File: src/hdl/scfd_pkg.sv
// scfd_pkg: shared types, codes and item layouts of the serial command frame decoder
// no dependencies; used by every other file of the block except scfd_if
`timescale 1ns / 1ps

package scfd_pkg;

	localparam logic [7:0] START_CODE_RST = 8'h53;
	localparam logic [7:0] STOP_CODE_RST  = 8'hAA;

	// register indexes of the configuration port
	localparam logic CFG_START = 1'b0;
	localparam logic CFG_STOP  = 1'b1;

	// instruction codes
	localparam logic [7:0] READ_LIMIT  = 8'h0A;
	localparam logic [7:0] CMD_CHECK   = 8'h00;
	localparam logic [7:0] CMD_PINS    = 8'h01;
	localparam logic [7:0] CMD_POT1    = 8'h02;
	localparam logic [7:0] CMD_POT2    = 8'h03;
	localparam logic [7:0] CMD_TEMP    = 8'h04;
	localparam logic [7:0] CMD_LIGHT   = 8'h05;
	localparam logic [7:0] CMD_LED     = 8'h0A;
	localparam logic [7:0] CMD_HEATER  = 8'h0B;
	localparam logic [7:0] CMD_LAMP    = 8'h0C;
	localparam logic [7:0] CMD_MOTOR   = 8'h0D;
	localparam logic [7:0] CHECK_REPLY = 8'h0F;

	typedef enum logic [2:0] {
		PS_IDLE  = 3'd0,
		PS_INSTR = 3'd1,
		PS_LOW   = 3'd2,
		PS_HIGH  = 3'd3,
		PS_STOP  = 3'd4
	} parse_state_t;

	typedef enum logic [1:0] {
		AK_READ  = 2'd0,
		AK_WRITE = 2'd1,
		AK_NONE  = 2'd2
	} access_kind_t;

	typedef struct packed {
		logic [7:0] rx_byte;
		logic [7:0] switch_pins;
		logic [7:0] pot1_sample;
		logic [7:0] pot2_sample;
		logic [7:0] temp_sample;
		logic [7:0] light_sample;
	} cmd_item_t;

	typedef struct packed {
		logic [7:0]  reply_byte;
		logic [7:0]  led_value;
		logic [15:0] heater_duty;
		logic [15:0] lamp_duty;
		logic [15:0] motor_duty;
	} rsp_item_t;

	// parser status toward the top level
	typedef struct packed {
		logic         reply;
		parse_state_t state;
	} parse_status_t;

endpackage

File: src/hdl/scfd_if.sv
// scfd_if: valid/ready channel interfaces for command items and reply items
// depends on nothing; field names follow the item layouts in scfd_pkg
`timescale 1ns / 1ps

interface scfd_cmd_if;
	logic       valid;
	logic       ready;
	logic [7:0] rx_byte;
	logic [7:0] switch_pins;
	logic [7:0] pot1_sample;
	logic [7:0] pot2_sample;
	logic [7:0] temp_sample;
	logic [7:0] light_sample;

	modport source (
		output valid, rx_byte, switch_pins, pot1_sample, pot2_sample,
		temp_sample, light_sample,
		input  ready
	);
	modport sink (
		input  valid, rx_byte, switch_pins, pot1_sample, pot2_sample,
		temp_sample, light_sample,
		output ready
	);
endinterface

interface scfd_rsp_if;
	logic        valid;
	logic        ready;
	logic [7:0]  reply_byte;
	logic [7:0]  led_value;
	logic [15:0] heater_duty;
	logic [15:0] lamp_duty;
	logic [15:0] motor_duty;

	modport source (
		output valid, reply_byte, led_value, heater_duty, lamp_duty, motor_duty,
		input  ready
	);
	modport sink (
		input  valid, reply_byte, led_value, heater_duty, lamp_duty, motor_duty,
		output ready
	);
endinterface

File: src/hdl/scfd_parser.sv
// scfd_parser: frame state machine, command decode and actuator registers
// depends on scfd_pkg
`timescale 1ns / 1ps

module scfd_parser (
	input  logic                  clk,
	input  logic                  arst_n,
	input  logic                  advance,
	input  scfd_pkg::cmd_item_t   item,
	input  logic [7:0]            start_code,
	input  logic [7:0]            stop_code,
	output scfd_pkg::parse_status_t status,
	output scfd_pkg::rsp_item_t   result
);

	scfd_pkg::parse_state_t state_q, state_d;
	scfd_pkg::access_kind_t kind_q, kind_d;
	logic [7:0]  cmd_q, cmd_d;
	logic [7:0]  low_q, low_d;
	logic [15:0] word_q, word_d;
	logic [7:0]  led_q, led_d;
	logic [15:0] heater_q, heater_d;
	logic [15:0] lamp_q, lamp_d;
	logic [15:0] motor_q, motor_d;
	logic        reply;
	logic [7:0]  reply_byte;
	logic        stop_ok;

	assign stop_ok = (item.rx_byte == stop_code);

	// next state
	always_comb begin
		state_d = state_q;
		unique case (state_q)
			scfd_pkg::PS_IDLE: begin
				if (item.rx_byte == start_code) state_d = scfd_pkg::PS_INSTR;
			end
			scfd_pkg::PS_INSTR: begin
				state_d = (item.rx_byte < scfd_pkg::READ_LIMIT) ? scfd_pkg::PS_STOP
					: scfd_pkg::PS_LOW;
			end
			scfd_pkg::PS_LOW:  state_d = scfd_pkg::PS_HIGH;
			scfd_pkg::PS_HIGH: state_d = scfd_pkg::PS_STOP;
			scfd_pkg::PS_STOP: state_d = scfd_pkg::PS_IDLE;
			default:           state_d = scfd_pkg::PS_IDLE;
		endcase
	end

	// frame fields, actuator writes and reply
	always_comb begin
		kind_d     = kind_q;
		cmd_d      = cmd_q;
		low_d      = low_q;
		word_d     = word_q;
		led_d      = led_q;
		heater_d   = heater_q;
		lamp_d     = lamp_q;
		motor_d    = motor_q;
		reply      = 1'b0;
		reply_byte = 8'h00;
		unique case (state_q)
			scfd_pkg::PS_IDLE: begin
				cmd_d  = 8'h00;
				kind_d = scfd_pkg::AK_NONE;
				low_d  = 8'h00;
			end
			scfd_pkg::PS_INSTR: begin
				cmd_d = item.rx_byte;
				if (item.rx_byte < scfd_pkg::READ_LIMIT) kind_d = scfd_pkg::AK_READ;
			end
			scfd_pkg::PS_LOW: begin
				low_d = item.rx_byte;
			end
			scfd_pkg::PS_HIGH: begin
				word_d = {item.rx_byte, low_q};
				kind_d = scfd_pkg::AK_WRITE;
			end
			scfd_pkg::PS_STOP: begin
				if (stop_ok && kind_q == scfd_pkg::AK_READ) begin
					reply = 1'b1;
					unique case (cmd_q)
						scfd_pkg::CMD_CHECK: reply_byte = scfd_pkg::CHECK_REPLY;
						scfd_pkg::CMD_PINS:  reply_byte = item.switch_pins;
						scfd_pkg::CMD_POT1:  reply_byte = item.pot1_sample;
						scfd_pkg::CMD_POT2:  reply_byte = item.pot2_sample;
						scfd_pkg::CMD_TEMP:  reply_byte = item.temp_sample;
						scfd_pkg::CMD_LIGHT: reply_byte = item.light_sample;
						default:             reply      = 1'b0;
					endcase
				end else if (stop_ok && kind_q == scfd_pkg::AK_WRITE) begin
					reply      = 1'b1;
					reply_byte = cmd_q;
					unique case (cmd_q)
						scfd_pkg::CMD_LED:    led_d    = low_q;
						scfd_pkg::CMD_HEATER: heater_d = word_q;
						scfd_pkg::CMD_LAMP:   lamp_d   = word_q;
						scfd_pkg::CMD_MOTOR:  motor_d  = word_q;
						default:              reply    = 1'b0;
					endcase
				end
			end
			default: begin
			end
		endcase
	end

	always_ff @(posedge clk or negedge arst_n) begin
		if (!arst_n) begin
			state_q  <= scfd_pkg::PS_IDLE;
			kind_q   <= scfd_pkg::AK_NONE;
			cmd_q    <= 8'h00;
			low_q    <= 8'h00;
			word_q   <= 16'h0000;
			led_q    <= 8'h00;
			heater_q <= 16'h0000;
			lamp_q   <= 16'h0000;
			motor_q  <= 16'h0000;
		end else if (advance) begin
			state_q  <= state_d;
			kind_q   <= kind_d;
			cmd_q    <= cmd_d;
			low_q    <= low_d;
			word_q   <= word_d;
			led_q    <= led_d;
			heater_q <= heater_d;
			lamp_q   <= lamp_d;
			motor_q  <= motor_d;
		end
	end

	assign status.reply = reply;
	assign status.state = state_q;

	assign result.reply_byte  = reply_byte;
	assign result.led_value   = led_d;
	assign result.heater_duty = heater_d;
	assign result.lamp_duty   = lamp_d;
	assign result.motor_duty  = motor_d;

endmodule

File: src/hdl/scfd_out_stage.sv
// scfd_out_stage: reply output register driving the reply channel
// depends on scfd_pkg and scfd_rsp_if
`timescale 1ns / 1ps

module scfd_out_stage (
	input  logic                clk,
	input  logic                arst_n,
	input  logic                load,
	input  scfd_pkg::rsp_item_t data,
	output logic                can_take,
	scfd_rsp_if.source          rsp
);

	logic                valid_q;
	scfd_pkg::rsp_item_t data_q;

	// free when empty or when the held reply leaves this cycle
	assign can_take = !valid_q || rsp.ready;

	always_ff @(posedge clk or negedge arst_n) begin
		if (!arst_n) begin
			valid_q <= 1'b0;
		end else if (load) begin
			valid_q <= 1'b1;
		end else if (rsp.ready) begin
			valid_q <= 1'b0;
		end
	end

	always_ff @(posedge clk) begin
		if (load) data_q <= data;
	end

	assign rsp.valid       = valid_q;
	assign rsp.reply_byte  = data_q.reply_byte;
	assign rsp.led_value   = data_q.led_value;
	assign rsp.heater_duty = data_q.heater_duty;
	assign rsp.lamp_duty   = data_q.lamp_duty;
	assign rsp.motor_duty  = data_q.motor_duty;

endmodule

File: src/hdl/serial_command_frame_decoder.sv
// serial_command_frame_decoder: top level, input register, config registers, parser, reply stage
// depends on scfd_pkg, scfd_if, scfd_parser and scfd_out_stage
`timescale 1ns / 1ps

//  channel  | dir | payload                                               | transfer
//  ---------+-----+-------------------------------------------------------+-------------------
//  cmd      | in  | rx_byte, switch_pins, pot1/pot2/temp/light_sample     | valid & ready
//  rsp      | out | reply_byte, led_value, heater/lamp/motor_duty         | valid & ready
//  cfg      | in  | cfg_wr_en, cfg_index (0 start code, 1 stop code), data | cfg_wr_en high
//
// one byte per cycle while no reply is stalled: a transfer lands in the input register,
// then, once the reply register can take a result, the parser step (one state machine
// update and decode) runs and any reply is loaded into the reply register
// reset clears the parser to idle, zeroes the actuator values and loads the
// default start and stop codes
// a stalled reply holds the reply register; the next byte waits in the input
// register and cmd.ready stays low until the held reply leaves

module serial_command_frame_decoder (
	input  logic        clk,
	input  logic        arst_n,
	scfd_cmd_if.sink    cmd,
	scfd_rsp_if.source  rsp,
	input  logic        cfg_wr_en,
	input  logic        cfg_index,
	input  logic [7:0]  cfg_data
);

	// configuration registers
	logic [7:0] start_code_q;
	logic [7:0] stop_code_q;

	always_ff @(posedge clk or negedge arst_n) begin
		if (!arst_n) begin
			start_code_q <= scfd_pkg::START_CODE_RST;
			stop_code_q  <= scfd_pkg::STOP_CODE_RST;
		end else if (cfg_wr_en) begin
			unique case (cfg_index)
				scfd_pkg::CFG_START: start_code_q <= cfg_data;
				scfd_pkg::CFG_STOP:  stop_code_q  <= cfg_data;
				default: begin
				end
			endcase
		end
	end

	// input register stage
	logic                    valid_s1;
	scfd_pkg::cmd_item_t     item_s1;
	logic                    advance;
	logic                    out_free;
	logic                    cmd_take;
	scfd_pkg::parse_status_t pstat;
	scfd_pkg::rsp_item_t     presult;
	logic                    rsp_load;

	// the held byte steps the parser once the reply register can absorb its result
	assign advance  = valid_s1 && out_free;
	assign cmd.ready = !valid_s1 || advance;
	assign cmd_take = cmd.valid && cmd.ready;

	always_ff @(posedge clk or negedge arst_n) begin
		if (!arst_n) begin
			valid_s1 <= 1'b0;
		end else if (cmd_take) begin
			valid_s1 <= 1'b1;
		end else if (advance) begin
			valid_s1 <= 1'b0;
		end
	end

	always_ff @(posedge clk) begin
		if (cmd_take) begin
			item_s1.rx_byte      <= cmd.rx_byte;
			item_s1.switch_pins  <= cmd.switch_pins;
			item_s1.pot1_sample  <= cmd.pot1_sample;
			item_s1.pot2_sample  <= cmd.pot2_sample;
			item_s1.temp_sample  <= cmd.temp_sample;
			item_s1.light_sample <= cmd.light_sample;
		end
	end

	scfd_parser u_parser (
		.clk        (clk),
		.arst_n     (arst_n),
		.advance    (advance),
		.item       (item_s1),
		.start_code (start_code_q),
		.stop_code  (stop_code_q),
		.status     (pstat),
		.result     (presult)
	);

	assign rsp_load = advance && pstat.reply;

	scfd_out_stage u_out (
		.clk      (clk),
		.arst_n   (arst_n),
		.load     (rsp_load),
		.data     (presult),
		.can_take (out_free),
		.rsp      (rsp)
	);

	// replies only come out of the stop state
	a_reply_at_stop: assert property (@(posedge clk) disable iff (!arst_n)
		rsp_load |-> pstat.state == scfd_pkg::PS_STOP)
		else $error("reply loaded outside the stop state");

	// a loaded reply is offered on the next cycle
	a_reply_offered: assert property (@(posedge clk) disable iff (!arst_n)
		rsp_load |=> rsp.valid)
		else $error("loaded reply not offered");

	// backpressure only while a byte is held behind a stalled reply
	a_ready_low_held: assert property (@(posedge clk) disable iff (!arst_n)
		!cmd.ready |-> valid_s1 && rsp.valid && !rsp.ready)
		else $error("command channel stalled without cause");

endmodule

File: src/flat_wrapper.sv
// flat-port wrapper written by rule: the top's interface ports become plain ports
module serial_command_frame_decoder_flat 
  (clk, arst_n, cfg_wr_en, cfg_index, cfg_data, cmd_valid, cmd_rx_byte, cmd_switch_pins, cmd_pot1_sample, cmd_pot2_sample, cmd_temp_sample, cmd_light_sample, cmd_ready, rsp_valid, rsp_reply_byte, rsp_led_value, rsp_heater_duty, rsp_lamp_duty, rsp_motor_duty, rsp_ready);
  scfd_cmd_if cmd_i ();
  scfd_rsp_if rsp_i ();
  input  logic clk;
  input  logic arst_n;
  input  logic cfg_wr_en;
  input  logic cfg_index;
  input  logic [7:0] cfg_data;
  input wire logic [$bits(cmd_i.valid)-1:0] cmd_valid;
  input wire logic [$bits(cmd_i.rx_byte)-1:0] cmd_rx_byte;
  input wire logic [$bits(cmd_i.switch_pins)-1:0] cmd_switch_pins;
  input wire logic [$bits(cmd_i.pot1_sample)-1:0] cmd_pot1_sample;
  input wire logic [$bits(cmd_i.pot2_sample)-1:0] cmd_pot2_sample;
  input wire logic [$bits(cmd_i.temp_sample)-1:0] cmd_temp_sample;
  input wire logic [$bits(cmd_i.light_sample)-1:0] cmd_light_sample;
  output wire logic [$bits(cmd_i.ready)-1:0] cmd_ready;
  output wire logic [$bits(rsp_i.valid)-1:0] rsp_valid;
  output wire logic [$bits(rsp_i.reply_byte)-1:0] rsp_reply_byte;
  output wire logic [$bits(rsp_i.led_value)-1:0] rsp_led_value;
  output wire logic [$bits(rsp_i.heater_duty)-1:0] rsp_heater_duty;
  output wire logic [$bits(rsp_i.lamp_duty)-1:0] rsp_lamp_duty;
  output wire logic [$bits(rsp_i.motor_duty)-1:0] rsp_motor_duty;
  input wire logic [$bits(rsp_i.ready)-1:0] rsp_ready;
  assign cmd_i.valid = cmd_valid;
  assign cmd_i.rx_byte = cmd_rx_byte;
  assign cmd_i.switch_pins = cmd_switch_pins;
  assign cmd_i.pot1_sample = cmd_pot1_sample;
  assign cmd_i.pot2_sample = cmd_pot2_sample;
  assign cmd_i.temp_sample = cmd_temp_sample;
  assign cmd_i.light_sample = cmd_light_sample;
  assign cmd_ready = cmd_i.ready;
  assign rsp_valid = rsp_i.valid;
  assign rsp_reply_byte = rsp_i.reply_byte;
  assign rsp_led_value = rsp_i.led_value;
  assign rsp_heater_duty = rsp_i.heater_duty;
  assign rsp_lamp_duty = rsp_i.lamp_duty;
  assign rsp_motor_duty = rsp_i.motor_duty;
  assign rsp_i.ready = rsp_ready;
  serial_command_frame_decoder u_core (.clk(clk), .arst_n(arst_n), .cmd(cmd_i), .rsp(rsp_i), .cfg_wr_en(cfg_wr_en), .cfg_index(cfg_index), .cfg_data(cfg_data));
endmodule
File: config.mk
export PLATFORM = sky130hd
export DESIGN_NAME = serial_command_frame_decoder_flat
export DESIGN_NICKNAME = d
export VERILOG_FILES = /design/src/hdl/scfd_pkg.sv /design/src/hdl/scfd_if.sv /design/src/hdl/scfd_parser.sv /design/src/hdl/scfd_out_stage.sv /design/src/hdl/serial_command_frame_decoder.sv /design/src/flat_wrapper.sv
export SDC_FILE = /design/constraint.sdc
export NUM_CORES = 1
export LEC_CHECK = 0
export ABC_AREA = 1
export BUFFER_PORTS_ARGS = -buffer_cell sky130_fd_sc_hd__buf_2
export CORE_ASPECT_RATIO = 1.2
export CORE_MARGIN = 5
export CORE_UTILIZATION = 40
export DETAILED_ROUTE_END_ITERATION = 10
export PLACE_DENSITY = 0.68
export SYNTH_ARGS = -nofsm -noshare
export SYNTH_HDL_FRONTEND = slang
export SYNTH_SLANG_ARGS = --single-unit
File: constraint.sdc
create_clock -name clk -period 3.3 [get_ports clk]
set_input_delay 0.66 -clock clk [delete_from_list [all_inputs] [get_ports clk]]
set_output_delay 0.66 -clock clk [all_outputs]
set_load 0.03 [all_outputs]
==> results of run 1 <==
-- metrics by stage --
stage | area, µm² | std cells | utilization
floorplan | 9900 | 1040 | -
global placement | 10900 | 1470 | 0.443
detailed placement | 10900 | 1470 | 0.443
CTS | 11600 | 1511 | 0.473
global route | 11600 | 1511 | 0.473
finish | 11600 | 1511 | 0.473
-- routing by layer --
layer	global-route usage	up-vias
li1	-	3629
met1	0.199	3330
met2	0.264	202
met3	0.0251	45
met4	0.0569	0
met5	0	-
-- logic make-up after synthesis --
group           count (synthesis)  synth area share
flops                         223             0.622
compound gates                 69            0.0363
buf+inv                       170            0.0686
simple gates                  573             0.269
xor+xnor                        5           0.00442
-- flip-flops by register name (all words and copies together) (netlist names), 8 cells and up --
signal and flops:
u_core.item_s1 48, u_core.start_code_q 8, u_core.stop_code_q 8, u_core.u_out.rsp.heater_duty 16, u_core.u_out.rsp.lamp_duty 16, u_core.u_out.rsp.led_value 8, u_core.u_out.rsp.motor_duty 16, u_core.u_out.rsp.reply_byte 8
u_core.u_parser.cmd_q 8, u_core.u_parser.heater_q 16, u_core.u_parser.lamp_q 16, u_core.u_parser.led_q 8, u_core.u_parser.low_q 8, u_core.u_parser.motor_q 16, u_core.u_parser.word_q 16
-- worst max-delay path, delay by kind of cell, from the launching register on --
family                 cells  cell delay, ns
and+or+nand+nor            9            0.90
buffers and inverters      4            0.90
DFF                        1            0.42
-- final cells by class --
type                    count  area [µm²]
clock buffers              34         637
clock inverters             7        90.1
fillers                  2325       13000
inverters                 136         510
multi-input cells         647        3070
flip-flops and latches    223        6150
well taps                 325         407
repair buffers            139         766
-- power groups by stage --
| stage | clock [mW] | combinational, mW | sequential [mW] |
|---|---|---|---|
| 6_report | 2.52 | 1.25 | 3.40 |
| 5_1_grt | 2.71 | 1.41 | 3.43 |
| 4_1_cts | 2.59 | 1.26 | 3.40 |
| 3_5_place_dp | 0 | 1.25 | 3.45 |
| 3_3_place_gp | 0 | 1.23 | 3.44 |
| 2_1_floorplan | 0 | 0.900 | 3.39 |
-- worst min path at each step --
| stage | depth (start not counted) | from | slack, ns | end |
|---|---|---|---|---|
| 2_1_floorplan | 0 | arst_n | 0.36 | u_core.start_code_q[2] |
| 3_3_place_gp | 2 | u_core.u_parser.led_q[0] | 0.46 | u_core.u_parser.led_q[0] |
| 3_5_place_dp | 2 | u_core.u_parser.motor_q[5] | 0.47 | u_core.u_parser.motor_q[5] |
| 4_1_cts | 1 | arst_n | 0.19 | u_core.u_parser.lamp_q[14] |
| 5_1_grt | 1 | arst_n | 0.21 | u_core.u_parser.lamp_q[14] |
| 6_report | 1 | arst_n | 0.18 | u_core.u_parser.lamp_q[12] |
-- synth_stat cells, types with 5 or more instances --
| cell type | count | share of area |
|---|---|---|
| inv_2 | 11 | 0.0042 |
| o22ai_1 | 7 | 0.0044 |
| o21ai_0 | 53 | 0.027 |
| inv_1 | 124 | 0.047 |
| dfrtp_1 | 102 | 0.26 |
| dfstp_2 | 9 | 0.024 |
| and2_1 | 56 | 0.035 |
| nand4_1 | 5 | 0.0032 |
| nand3_1 | 153 | 0.077 |
| nand2_1 | 308 | 0.12 |
| buf_2 | 6 | 0.0030 |
| xnor2_1 | 5 | 0.0044 |
| clkbuf_1 | 22 | 0.0083 |
| nor2_1 | 29 | 0.011 |
| edfxtp_1 | 112 | 0.34 |
==> metrics, run 1 <==
PwrDens=617 nW/µm²; layout cells sized above 1=0.178; fin. max-slew vios=0; critical path class=flop to flop; clk_lat worst skew=0.50 ns; DP Worst Slack=0.672 ns; clock sinks=223; switch share=0.296; DR vias=7206; P_int=5.05 mW; Reg power frac=0.474; Comb pwr share=0.175; Antenna diodes=0; Psw=2.12 mW; Final Setup Violations=0; worst r2r src=u_core.u_parser.cmd_q[7]; Core Area=24600 µm²; CTS tree=done; most frequent cells in the layout=308 x nand2_1, 153 x nand3_1, 126 x buf_2; minimum clock period=2.60 ns; R2R Path End=u_core.u_out.rsp.led_value[1]; Post-synth EDFFs=112; Worst EP required=3.47 ns; routed metal-1 wirelength=9250 µm; Post-synth ARST share=0.498; Leakage=5.31 nW; Sum Neg Setup Slack=0 ns; Slew HR=0.557; All-Layer GR Usage=0.155; Worst Path Max Fanout=64; worst reg2reg path depth=13; I/O pin total=128; routability congestion estimate=0.843; Power Total=7.17 mW; DR vias/cell=4.77; Fin Hold WS=0.179 ns; R2R setup slack=0.70 ns; Synth Instances=1040; post-synthesis cell type count=34; most common cell after layout, fill and taps aside=nand2_1; mean post-synth cell area=9.52 µm²; synthesized flop and latch total=223; CTS Buf Count=23; final hold viol count=0; placed wire-length estimate=15500 µm; Die W=154 µm; # hold bufs at CTS=0; Avg WL per Cell=14.6 µm; row count=63; max cap viols=0; slowest stage cell, crit path=dfrtp_1; first-pass GRT wire length=35500 µm; setup ws final=0.699 ns; Max rail drop VDD=0.000451 V; clock skew=0.0101 ns; DRC=0; Primary FF master, synth=edfxtp_1; Final period util=0.788; CP startpoint=u_core.u_parser.cmd_q[7]; Clk pin slew, worst setup/hold paths=0.06 ns; post-synthesis sequential area ratio=0.622; Routed Antenna Nets=0; Synth Warn #=0; initial DRC count=515; clock share of power=0.351; Cell Chain, Critical Path=nor2_2 > nand3_4 > inv_2 > nand2_2 > nor2_4 > buf_4 > nor2_1 > nand2_1 > nand3_1 > nand2_1 > nand2_1 > inv_2 > buf_12; PortBufs=127; Slew @ Worst Pin=0.662 ns; met2 wire len=10900 µm; grt total ovfl=0; antenna violations before repair=0; syn nets=1102; area grow syn2layout=17.5%; clock root buffer=clkbuf_16; clk buf depth=3; status=complete, no violations; Worst Setup End Kind=flop; Clock H-tree levels=1; Initial Utilization=0.402; unrepaired setup endpoints after global routing=false; achievable clock frequency=385 MHz; Post-CTS Setup Inserts=0; final wirelength=22100 µm; CP peak stage delay=0.42 ns; Critical Path Most Common Cell=nand2_1; top routing layer used=met4; pin count of the biggest net entering global routing=65; # resized after CTS=0; Worst Setup EP=u_core.u_out.rsp.led_value[1]; CP arrival=2.77 ns; die height=182 µm; TritonRoute pass-1 iters=5; Startpoint Class=flop; final net count=1232; wire length on met3=1210 µm; die area=28000 µm²; vias in the first global route=6869; worst min path class=input port to asynchronous set/reset pin; synthesized cell area=9900 µm²
Power figures use the tool's default switching activity.
==> run 2: changes to the inputs <==
--- a/config.mk
+++ b/config.mk
@@ -5,13 +5,13 @@
 export SDC_FILE = /design/constraint.sdc
 export NUM_CORES = 1
 export LEC_CHECK = 0
-export ABC_AREA = 1
+export ABC_AREA = 0
 export BUFFER_PORTS_ARGS = -buffer_cell sky130_fd_sc_hd__buf_2
 export CORE_ASPECT_RATIO = 1.2
 export CORE_MARGIN = 5
 export CORE_UTILIZATION = 40
 export DETAILED_ROUTE_END_ITERATION = 10
-export PLACE_DENSITY = 0.68
+export PLACE_DENSITY = 0.66
 export SYNTH_ARGS = -nofsm -noshare
 export SYNTH_HDL_FRONTEND = slang
 export SYNTH_SLANG_ARGS = --single-unit
==> constraint.sdc (replaced) <==
create_clock -name clk -period 2.6 [get_ports clk]
set_input_delay 0.52 -clock clk [delete_from_list [all_inputs] [get_ports clk]]
set_output_delay 0.52 -clock clk [all_outputs]
set_load 0.03 [all_outputs]
==> run 2 against run 1 <==
Against the previous run:
- wire length fell by 15%
- setup slack got worse by 0.61 ns
- register-to-register slack got worse by 0.61 ns
- via count fell by 27%
- die area fell by 6.8%
- final cell count fell by 32%
- critical path type unchanged
- critical endpoint is now u_core.u_out.rsp.motor_duty[5]
==> metrics, run 2 <==
worst r2r src=u_core.item_s1[40]; stages on the worst setup path=6; row count=60; Fillers=1976; clock root buffer=clkbuf_16; Synth Area in Simple Gates=0.0639; unrepaired setup endpoints after global routing=false; Post-CTS Setup Inserts=0; worst reg2reg path depth=6; CTS tree=done; Worst EP required=2.85 ns; critical path's top delay family=simple AND/OR/NAND/NOR gates; synthesized flop and latch total=223; Final Setup Violations=0; CP arrival=2.76 ns; Initial Utilization=0.408; Final period util=0.966; layout cells sized above 1=0.467; pin count of the biggest net entering global routing=51; Die W=148 µm; achievable clock frequency=398 MHz; syn nets=647; placed wire-length estimate=13100 µm; TritonRoute pass-1 iters=4; initial DRC count=320; CP peak stage delay=0.62 ns; All-Layer GR Usage=0.143; Clk pin slew, worst setup/hold paths=0.06 ns; Core Area=22500 µm²; clk buf depth=3; Worst Path Max Fanout=17; most frequent cells in the layout=126 x buf_2, 121 x mux2_2, 112 x edfxtp_1; vias in the first global route=5471; CTS Buf Count=23; register area=6150 µm²; antenna violations before repair=0; Synth Instances=585; grt total ovfl=0; Routed Antenna Nets=0; Cell Chain, Critical Path=xnor2_1 > nand3_1 > or4_4 > nor3_2 > buf_12 > mux2_2; routability congestion estimate=0.763; Worst Setup EP=u_core.u_out.rsp.motor_duty[5]; I/O pin total=128; Clock H-tree levels=1; largest family of logic cells by synthesized area=multiplexers; Adder-Cell Fraction of Synth Area=0; max cap viols=0; clock sinks=223; fin. max-slew vios=0; Slew HR=0.295; Avg WL per Cell=18.1 µm; status=complete, no violations; Post-synth ARST share=0.498; list of most frequent post-synthesis cells=121 x mux2_2, 112 x edfxtp_1, 102 x dfrtp_1; final hold viol count=0; dpl cells=991; first-pass GRT wire length=30200 µm; Worst Setup End Kind=flop; Leakage=4.53 nW; Primary FF master, synth=edfxtp_1; final core occ=0.490; max reg flops=48; CP startpoint=u_core.item_s1[40]; die height=176 µm; PwrDens=779 nW/µm²; slowest stage cell, crit path=or4_4; Slew @ Worst Pin=1.06 ns; mean post-synth cell area=15.7 µm²; DR vias=5229; synthesized cell area=9180 µm²; Startpoint Class=flop; fin cells=1033; # resized after CTS=0; Post-synth EDFFs=112; Synth Area in Compound Gates=0.0327; post-synthesis sequential area ratio=0.670; # hold bufs at CTS=0; Synth top area share=0.366; Biggest register=u_core.item_s1; DR vias/cell=5.06; R2R Path End=u_core.u_out.rsp.motor_duty[5]; multi-input logic area=2850 µm²; Fin Hold WS=0.0518 ns; PortBufs=127; Max rail drop VDD=0.000513 V; Synth Warn #=0; minimum clock period=2.51 ns; clock skew=0.0140 ns; DRC=0; post-synthesis cell type count=46; Worst Path Buf+Inv=1; most common cell in the netlist=mux2_2; Antenna diodes=0; final wirelength=18700 µm; final net count=799; critical path class=flop to flop; area grow syn2layout=20.1%; most common cell after layout, fill and taps aside=buf_2; R2R setup slack=0.09 ns; top cells by area, synth=edfxtp_1 37%, dfrtp_1 28%, mux2_2 15%; clk_lat worst skew=0.50 ns; worst min path class=input port to asynchronous set/reset pin; Synth area leader=edfxtp_1; proportion of synthesized area in mux cells=0.194; xor/xnor share of the synthesized area=0.0169; die area=26100 µm²
## run 2: worst min path at each step
stage	startpoint	end	slack (ns)	cells past startpoint
after floorplan	arst_n	u_core.start_code_q[2]	0.22	0
after global placement	u_core.u_parser.led_q[6]	u_core.u_parser.led_q[6]	0.47	1
after detailed placement	u_core.u_parser.led_q[6]	u_core.u_parser.led_q[6]	0.48	1
after CTS	arst_n	u_core.u_parser.word_q[2]	0.07	1
after global routing	arst_n	u_core.u_parser.word_q[3]	0.1	1
final	arst_n	u_core.u_parser.cmd_q[1]	0.05	1
## run 2: logic make-up after synthesis
kind of cell / Yosys count
DFF: 223
and+or+nand+nor: 116
muxes: 152
xor gates and xnor gates: 16
buffers and inverters: 35
AOI/OAI and AO/OA: 43
## run 2: where the power goes
| part | total [mW] | leakage (nW) | switching [mW] | internal [mW] |
|---|---|---|---|---|
| registers | 4.43 | 2.39 | 0.399 | 4.04 |
| clock network | 3.12 | 0.348 | 1.29 | 1.82 |
| logic | 1.05 | 1.79 | 0.574 | 0.471 |
| total | 8.59 | 4.53 | 2.26 | 6.33 |
## run 2: final cells by class
class / count / area share
flip-flops and latches: 223 / 0.558
multi-input cells: 327 / 0.259
repair buffers: 158 / 0.0858
clock buffers: 33 / 0.0584
well taps: 279 / 0.0316
clock inverters: 9 / 0.00658
inverters: 4 / 0.00136
## run 2: routing by layer
metal	vias up	part of all wire	track usage
met5	-	0	0
met2	149	0.49	0.241
met1	2582	0.43	0.195
met3	26	0.057	0.0277
li1	2472	-	-
met4	0	0.016	0.0285
## run 2: per-stage QoR
step | power, mW | setup slack [ns] | setup TNS, ns | instance area, µm²
6_report | 8.59 | 0.0877 | 0 | 11000
5_1_grt | 9.03 | 0.00379 | 0 | 11000
4_1_cts | 8.70 | 0.0322 | 0 | 11000
3_5_place_dp | 5.55 | 0.0502 | 0 | 10300
3_3_place_gp | 5.51 | 0.148 | 0 | 10300
2_1_floorplan | 5.12 | -0.417 | -26.67 | 9230
